## config.mk

```make
export PLATFORM = sky130hd
export DESIGN_NAME = sync_length_frame_receiver
export DESIGN_NICKNAME = d
export VERILOG_FILES = /design/src/design/slfr_pkg.sv /design/src/design/slfr_front.sv /design/src/design/slfr_queue.sv /design/src/design/slfr_back.sv /design/src/design/sync_length_frame_receiver.sv
export SDC_FILE = /design/constraint.sdc
export NUM_CORES = 1
export LEC_CHECK = 0
export BUFFER_PORTS_ARGS = -buffer_cell sky130_fd_sc_hd__buf_2
export CAP_MARGIN = 0
export CORE_MARGIN = 1.5
export CORE_UTILIZATION = 38
export CTS_CLUSTER_SIZE = 25
export DETAILED_ROUTE_END_ITERATION = 12
export SYNTH_ARGS = -nofsm -noshare
export SYNTH_HDL_FRONTEND = slang
export SYNTH_SLANG_ARGS = --single-unit
export TNS_END_PERCENT = 1
```

## constraint.sdc

```tcl
create_clock -name clk -period 3.06 [get_ports clk]
set_input_delay 0.306 -clock clk [delete_from_list [all_inputs] [get_ports clk]]
set_output_delay 0.306 -clock clk [all_outputs]
set_load 0.02 [all_outputs]
```

## src/design/slfr_pkg.sv

```systemverilog
// shared types and constants for the sync length frame receiver
package slfr_pkg;

	localparam int BUF_DEPTH_DEF = 64;
	localparam int HEADER_SLACK = 5;
	localparam int QUEUE_DEPTH = 2;

	localparam logic [7:0] SYNC_FIRST = 8'h55;
	localparam logic [7:0] SYNC_SECOND = 8'hAA;

	typedef enum logic {
		OP_BYTE = 1'b0,
		OP_REARM = 1'b1
	} op_t;

	typedef enum logic [1:0] {
		ST_STORED = 2'd0,
		ST_COMPLETE = 2'd1,
		ST_REJECTED = 2'd2
	} status_t;

	typedef struct packed {
		op_t op;
		logic [7:0] data;
	} item_t;

endpackage

```

## src/design/slfr_front.sv

```systemverilog
// front end: accepts input transactions, drops bad bytes and tags the rest
module slfr_front (
	input  logic             in_valid,
	output logic             in_ready,
	input  logic             kind,
	input  logic [7:0]       rx_byte,
	input  logic             frame_error,
	input  logic             q_full,
	output logic             push,
	output slfr_pkg::item_t  push_item
);
	import slfr_pkg::*;

	logic accept;

	assign in_ready = !q_full;
	assign accept = in_valid && in_ready;

	always_comb begin
		push_item.data = rx_byte;
		if (kind) begin
			push_item.op = OP_REARM;
		end else begin
			push_item.op = OP_BYTE;
		end
	end

	// a byte with a framing error never reaches the parser
	assign push = accept && (kind || !frame_error);

endmodule

```

## src/design/slfr_queue.sv

```systemverilog
// short queue between the front end and the frame parser
module slfr_queue (
	input  logic             clk,
	input  logic             arst_n,
	input  logic             push,
	input  slfr_pkg::item_t  push_item,
	input  logic             pop,
	output logic             full,
	output logic             not_empty,
	output slfr_pkg::item_t  head
);
	import slfr_pkg::*;

	localparam int PTR_W = $clog2(QUEUE_DEPTH);
	localparam int CNT_W = $clog2(QUEUE_DEPTH + 1);

	item_t             mem_q [QUEUE_DEPTH];
	logic [PTR_W-1:0]  wr_ptr_q;
	logic [PTR_W-1:0]  rd_ptr_q;
	logic [CNT_W-1:0]  count_q;

	assign full = (count_q == CNT_W'(QUEUE_DEPTH));
	assign not_empty = (count_q != '0);
	assign head = mem_q[rd_ptr_q];

	always_ff @(posedge clk) begin
		if (push) begin
			mem_q[wr_ptr_q] <= push_item;
		end
	end

	always_ff @(posedge clk or negedge arst_n) begin
		if (!arst_n) begin
			wr_ptr_q <= '0;
			rd_ptr_q <= '0;
			count_q <= '0;
		end else begin
			if (push) begin
				wr_ptr_q <= wr_ptr_q + PTR_W'(1);
			end
			if (pop) begin
				rd_ptr_q <= rd_ptr_q + PTR_W'(1);
			end
			if (push && !pop) begin
				count_q <= count_q + CNT_W'(1);
			end else if (pop && !push) begin
				count_q <= count_q - CNT_W'(1);
			end
		end
	end

endmodule

```

## src/design/slfr_back.sv

```systemverilog
// frame parser: position tracking, length check and the output register
module slfr_back #(
	parameter int BUF_DEPTH = slfr_pkg::BUF_DEPTH_DEF
) (
	input  logic                clk,
	input  logic                arst_n,
	input  logic                q_not_empty,
	input  slfr_pkg::item_t     head,
	output logic                pop,
	output logic                out_valid,
	input  logic                out_ready,
	output logic [5:0]          position,
	output logic [7:0]          value,
	output slfr_pkg::status_t   status,
	output logic [6:0]          frame_bytes
);
	import slfr_pkg::*;

	localparam int PW = $clog2(BUF_DEPTH) + 1;
	localparam logic [8:0] MAX_LEN = 9'(BUF_DEPTH - HEADER_SLACK);

	logic [PW-1:0] pos_q;
	logic [PW-1:0] end_q;
	logic          dis_q;

	logic [PW-1:0] pos_d;
	logic [PW-1:0] end_d;
	logic          dis_d;
	logic          emit;
	status_t       r_st;
	logic [6:0]    r_tot;

	logic [8:0]    len9;
	logic [8:0]    end_sum9;
	logic [8:0]    pos9;
	logic [8:0]    tot9;

	logic          out_valid_q;
	logic [5:0]    position_q;
	logic [7:0]    value_q;
	status_t       status_q;
	logic [6:0]    frame_bytes_q;

	assign pop = q_not_empty && (!out_valid_q || out_ready);

	assign len9 = {1'b0, head.data};
	assign end_sum9 = len9 + 9'd4;
	assign pos9 = 9'(pos_q);
	assign tot9 = 9'(end_q) + 9'd1;

	always_comb begin
		pos_d = pos_q;
		end_d = end_q;
		dis_d = dis_q;
		emit = 1'b0;
		r_st = ST_STORED;
		r_tot = '0;
		if (head.op == OP_REARM) begin
			dis_d = 1'b0;
		end else if (!dis_q) begin
			if (pos_q == PW'(0)) begin
				if (head.data == SYNC_FIRST) begin
					pos_d = PW'(1);
				end
			end else if (pos_q == PW'(1)) begin
				pos_d = (head.data == SYNC_SECOND) ? PW'(2) : PW'(0);
			end else if (pos_q == PW'(2)) begin
				pos_d = PW'(3);
				emit = 1'b1;
			end else if (pos_q == PW'(3)) begin
				emit = 1'b1;
				if (len9 > MAX_LEN) begin
					pos_d = PW'(0);
					r_st = ST_REJECTED;
				end else begin
					pos_d = PW'(4);
					end_d = end_sum9[PW-1:0];
				end
			end else if (pos_q >= end_q) begin
				// checksum byte closes the frame
				pos_d = PW'(0);
				dis_d = 1'b1;
				emit = 1'b1;
				r_st = ST_COMPLETE;
				r_tot = tot9[6:0];
			end else begin
				pos_d = pos_q + PW'(1);
				emit = 1'b1;
			end
		end
	end

	always_ff @(posedge clk or negedge arst_n) begin
		if (!arst_n) begin
			pos_q <= '0;
			end_q <= '0;
			dis_q <= 1'b0;
			out_valid_q <= 1'b0;
		end else begin
			if (pop) begin
				pos_q <= pos_d;
				end_q <= end_d;
				dis_q <= dis_d;
				out_valid_q <= emit;
			end else if (out_ready) begin
				out_valid_q <= 1'b0;
			end
		end
	end

	always_ff @(posedge clk) begin
		if (pop && emit) begin
			position_q <= pos9[5:0];
			value_q <= head.data;
			status_q <= r_st;
			frame_bytes_q <= r_tot;
		end
	end

	assign out_valid = out_valid_q;
	assign position = position_q;
	assign value = value_q;
	assign status = status_q;
	assign frame_bytes = frame_bytes_q;

endmodule

```

## src/design/sync_length_frame_receiver.sv

```systemverilog
// top level of the sync length frame receiver
// Takes one received byte or rearm transaction per clock while the queue is not full. A
// two-entry queue sits between the input check and the frame parser, and the parser's result
// sits in an output register, so input keeps flowing while a result waits; the parser retires one
// queued transaction per cycle whenever its output register is empty or being taken, giving a
// sustained rate of one item per cycle. Frames are 0x55 0xAA, command, length, length data
// bytes, checksum; bytes from position 2 on are reported.
module sync_length_frame_receiver #(
	parameter int BUF_DEPTH = slfr_pkg::BUF_DEPTH_DEF
) (
	input  logic        clk,
	input  logic        arst_n,
	input  logic        in_valid,
	output logic        in_ready,
	input  logic        kind,
	input  logic [7:0]  rx_byte,
	input  logic        frame_error,
	output logic        out_valid,
	input  logic        out_ready,
	output logic [5:0]  position,
	output logic [7:0]  value,
	output logic [1:0]  status,
	output logic [6:0]  frame_bytes
);
	import slfr_pkg::*;

	logic    q_full;
	logic    q_not_empty;
	logic    push;
	logic    pop;
	item_t   push_item;
	item_t   head;
	status_t status_e;

	slfr_front u_front (
		.in_valid    (in_valid),
		.in_ready    (in_ready),
		.kind        (kind),
		.rx_byte     (rx_byte),
		.frame_error (frame_error),
		.q_full      (q_full),
		.push        (push),
		.push_item   (push_item)
	);

	slfr_queue u_queue (
		.clk       (clk),
		.arst_n    (arst_n),
		.push      (push),
		.push_item (push_item),
		.pop       (pop),
		.full      (q_full),
		.not_empty (q_not_empty),
		.head      (head)
	);

	slfr_back #(
		.BUF_DEPTH (BUF_DEPTH)
	) u_back (
		.clk         (clk),
		.arst_n      (arst_n),
		.q_not_empty (q_not_empty),
		.head        (head),
		.pop         (pop),
		.out_valid   (out_valid),
		.out_ready   (out_ready),
		.position    (position),
		.value       (value),
		.status      (status_e),
		.frame_bytes (frame_bytes)
	);

	assign status = status_e;

	// a rejected length is always reported at the length position
	a_reject_pos: assert property (@(posedge clk) disable iff (!arst_n)
		out_valid && (status == ST_REJECTED) |-> position == 6'd3)
		else $error("rejected length reported away from position 3");

	// the closing byte sits one below the frame byte count
	a_complete_count: assert property (@(posedge clk) disable iff (!arst_n)
		out_valid && (status == ST_COMPLETE) |-> (position + 6'd1) == frame_bytes[5:0])
		else $error("frame byte count does not match closing position");

	// a framing-error byte never enters the queue
	a_fe_dropped: assert property (@(posedge clk) disable iff (!arst_n)
		in_valid && in_ready && !kind && frame_error |-> !push)
		else $error("framing-error byte queued");

	// the queue is never pushed while full
	a_no_overflow: assert property (@(posedge clk) disable iff (!arst_n)
		q_full |-> !push)
		else $error("queue overflow");

endmodule
```

==> results_dict.tcl <==
set metrics [dict create \
    post-synth-top-area-cell "edfxtp_1" \
    dp_hpwl_mm 4.045 \
    cts_buffers 9 \
    hp-class "primary input to register" \
    path_class "register to register" \
    wire_per_inst_um 14.16 \
    seq_area_frac_synth_pct 58.32 \
    syn_to_final_growth_pct 18.46 \
    io-pin-count 39 \
    die_x_um 91.40 \
    grt_usage_pct 14.22 \
    min_from "rx_byte[4]" \
    synth.ff_latch_count 61 \
    clkLatencyLatePin_ns 0.34 \
    p_total_mw 3.356 \
    period_share_pct 82.19 \
    syn_area_um2 2969 \
    syn_area_per_cell_um2 13.02 \
    crit_fanout 7 \
    yosysMostFrequentCell "edfxtp_1" \
    rsz0062_at_grt "no" \
    timing.final.max_slew_violations 0 \
    fin_area_um2 3517 \
    cts_sinks 61 \
    setup_viol 0 \
    cts_max_path_buffers 2 \
    cap_violations 0 \
    cts_htree_levels 3 \
    p_comb_share_pct 37.5 \
    end_kind "register" \
    finalClockSkew_ns 0.007671 \
    first_global_vias 1837 \
    antenna_left 0 \
    grt_pass1_wl_mm 8.832 \
    path_clk_slew_ns 0.07 \
    tritoncts "built" \
    hold_violations 0 \
    layout.cells.non_filler 386 \
    routabilityCongestion 0.8687 \
    startpoint_type "register" \
    powerDensity_nw_per_um2 954.1 \
    nFillCells 712 \
    hold_depth 1 \
    cp_data_required_time_ns 3.29 \
    fmax_mhz 397.6 \
    relSlewSlack_pct 51.30 \
    tightest_slew_ns 0.7278 \
    drt_iter0_drc 77 \
    synth_top_area_share_pct 41.47 \
    dr.pass1.iters 6 \
    route.detailed.drc 0 \
    synthCells 228 \
    reg2reg_to "u_back.end_q[1]$_DFFE_PN0P_" \
    die_h_um 91.40 \
    nets 309 \
    status "finished clean" \
    ir_drop_mv 0.4695 \
    cts-root-buf "clkbuf_8" \
    pwr-share-seq_pct 40.1 \
    synth_area_leaders "edfxtp_1 41%, dfrtp_1 17%, ha_1 6.7%" \
    placement.io_buffers 38 \
    dp.cells 369 \
    r2r-start "u_queue.rd_ptr_q$_DFFE_PN0P_" \
    num_rows 32 \
    synth_commonest_cells "41 x edfxtp_1, 20 x dfrtp_1, 18 x inv_1" \
    vias_per_cell 4.915 \
    num_vias 1897 \
    synth_flop_cell "edfxtp_1" \
    reg2reg_depth 8 \
    power.share.clock_pct 22.4 \
    seq_area_um2 1732 \
    p_int_mw 2.147 \
    tns_ns 0 \
    synth_edf_count 41 \
    syn-num-nets 258 \
    dieArea_um2 8353 \
    swShare_pct 36.03 \
    r2r_slack_ns 0.55 \
    async_flop_share_pct 32.79 \
    grt.overflow.total 0 \
    start_util_pct 38.83 \
    yosys_warnings 0 \
    ys_types 52 \
    multi_input_area_um2 1161 \
    routed_wl_mm 5.465 \
    switchingPower_mw 1.209 \
    ctsResizeCount 0 \
    leakagePower_nw 1.489 \
    min_period_ns 2.515 \
    worst-endpoint-arrival_ns 2.74 \
    min_delay_worst_endpoint "u_queue.mem_q[1][4]$_DFFE_PP_" \
    grt_max_degree 21 \
    antenna_found_initial 0 \
    place_area_um2 3301 \
    diodes 0 \
    drive_gt1_share_pct 26.76 \
    coreArea_um2 7647 \
]
## what timing repair did
| item | in CTS | in global routing |
|---|---|---|
| endpoints found under the setup margin | 0 | 0 |
| setup buffers | 0 | 0 |
| hold endpoints to repair | 20 | 0 |
| hold buffers | 1 | 0 |
## area by class of cell
class                   count  share of cell area (%)
clock buffers              11                   3.735
clock inverters             5                   2.134
inverters                  18                   1.921
multi-input cells         147                   33.01
flip-flops and latches     61                   49.24
well taps                 102                   3.629
repair buffers             42                   6.332
## flip-flops by register name (all words and copies together), names as in the netlist, 2 cells and up
signal and flops:
u_back.position 6, u_back.frame_bytes 7, u_queue.count_q 2, u_back.value 8, u_queue.mem_q 18, u_back.status 2, u_back.pos_q 7, u_back.end_q 7
## cell usage in the layout, fill, tap and decap left out, types with 4 or more instances in the layout
master / instances
xnor2_1: 9
xor2_1: 4
dfrtp_1: 20
nand3_1: 4
nand2_1: 6
mux2_2: 7
inv_1: 18
clkbuf_8: 9
mux2i_1: 7
edfxtp_1: 41
buf_2: 38
nor2_1: 15
nor3_1: 4
o21ai_0: 8
nor2b_1: 4
a21oi_1: 5
nand2b_1: 4
nor4_1: 5
ha_1: 16
## per-layer routing
| layer | global-route usage (%) | part of all wire (%) | up-vias |
|---|---|---|---|
| li1 | - | - | 951 |
| met3 | 3.434 | 4.1 | 11 |
| met1 | 16.96 | 46 | 891 |
| met5 | 0 | 0 | - |
| met2 | 23.07 | 48 | 44 |
| met4 | 8.724 | 2.6 | 0 |
## critical path, stage by stage (launching register included)
cell and delay, ns:
dfrtp_1 0.40, mux2i_1 0.32, inv_1 0.15, ha_1 0.26, and4_1 0.19, a31oi_1 0.29, o211ai_2 0.17, nor2_4 0.25
mux2_2 0.36
## stage by stage
stage | setup slack [ns] | hold WS, ns | util [%]
finish | 0.5451 | 0.1576 | 45.99
global route | 0.3670 | 0.1450 | 45.99
CTS | 0.5315 | 0.1386 | 45.99
detailed placement | 0.5617 | 0.3107 | 43.16
global placement | 0.6351 | 0.3015 | 43.16
floorplan | 0.3251 | 0.01041 | -
## worst max-delay path by stage
stage,endpoint,start,slack (ns),cells after the start
floorplan,u_back.end_q[0]$_DFFE_PN0P_,u_queue.rd_ptr_q$_DFFE_PN0P_,0.33,10
finish,u_back.end_q[1]$_DFFE_PN0P_,u_queue.rd_ptr_q$_DFFE_PN0P_,0.55,8
global route,u_back.end_q[1]$_DFFE_PN0P_,u_queue.rd_ptr_q$_DFFE_PN0P_,0.37,8
global placement,u_back.end_q[1]$_DFFE_PN0P_,u_queue.rd_ptr_q$_DFFE_PN0P_,0.64,8
CTS,u_back.end_q[1]$_DFFE_PN0P_,u_queue.rd_ptr_q$_DFFE_PN0P_,0.53,8
detailed placement,u_back.end_q[1]$_DFFE_PN0P_,u_queue.rd_ptr_q$_DFFE_PN0P_,0.56,8
## cell families after synthesis
group	count (synthesis)	synth area share, %
adder cells (fa/ha/maj)	16	6.742
XOR/XNOR	13	3.835
AND/OR/NAND/NOR	68	14.16
buffers and inverters	20	2.570
flip-flops	61	58.32
AO/OA/AOI/OAI	36	9.356
multiplexers	14	5.015
## power groups by stage
stage | clock network (mW) | registers (mW) | logic [mW]
after floorplan | 0 | 1.50 | 0.751
after global placement | 0 | 1.36 | 1.26
after detailed placement | 0 | 1.36 | 1.27
after CTS | 0.774 | 1.35 | 1.28
after global routing | 0.801 | 1.38 | 1.38
final | 0.752 | 1.35 | 1.26
Note: power is estimated with default switching activity, not from simulation.
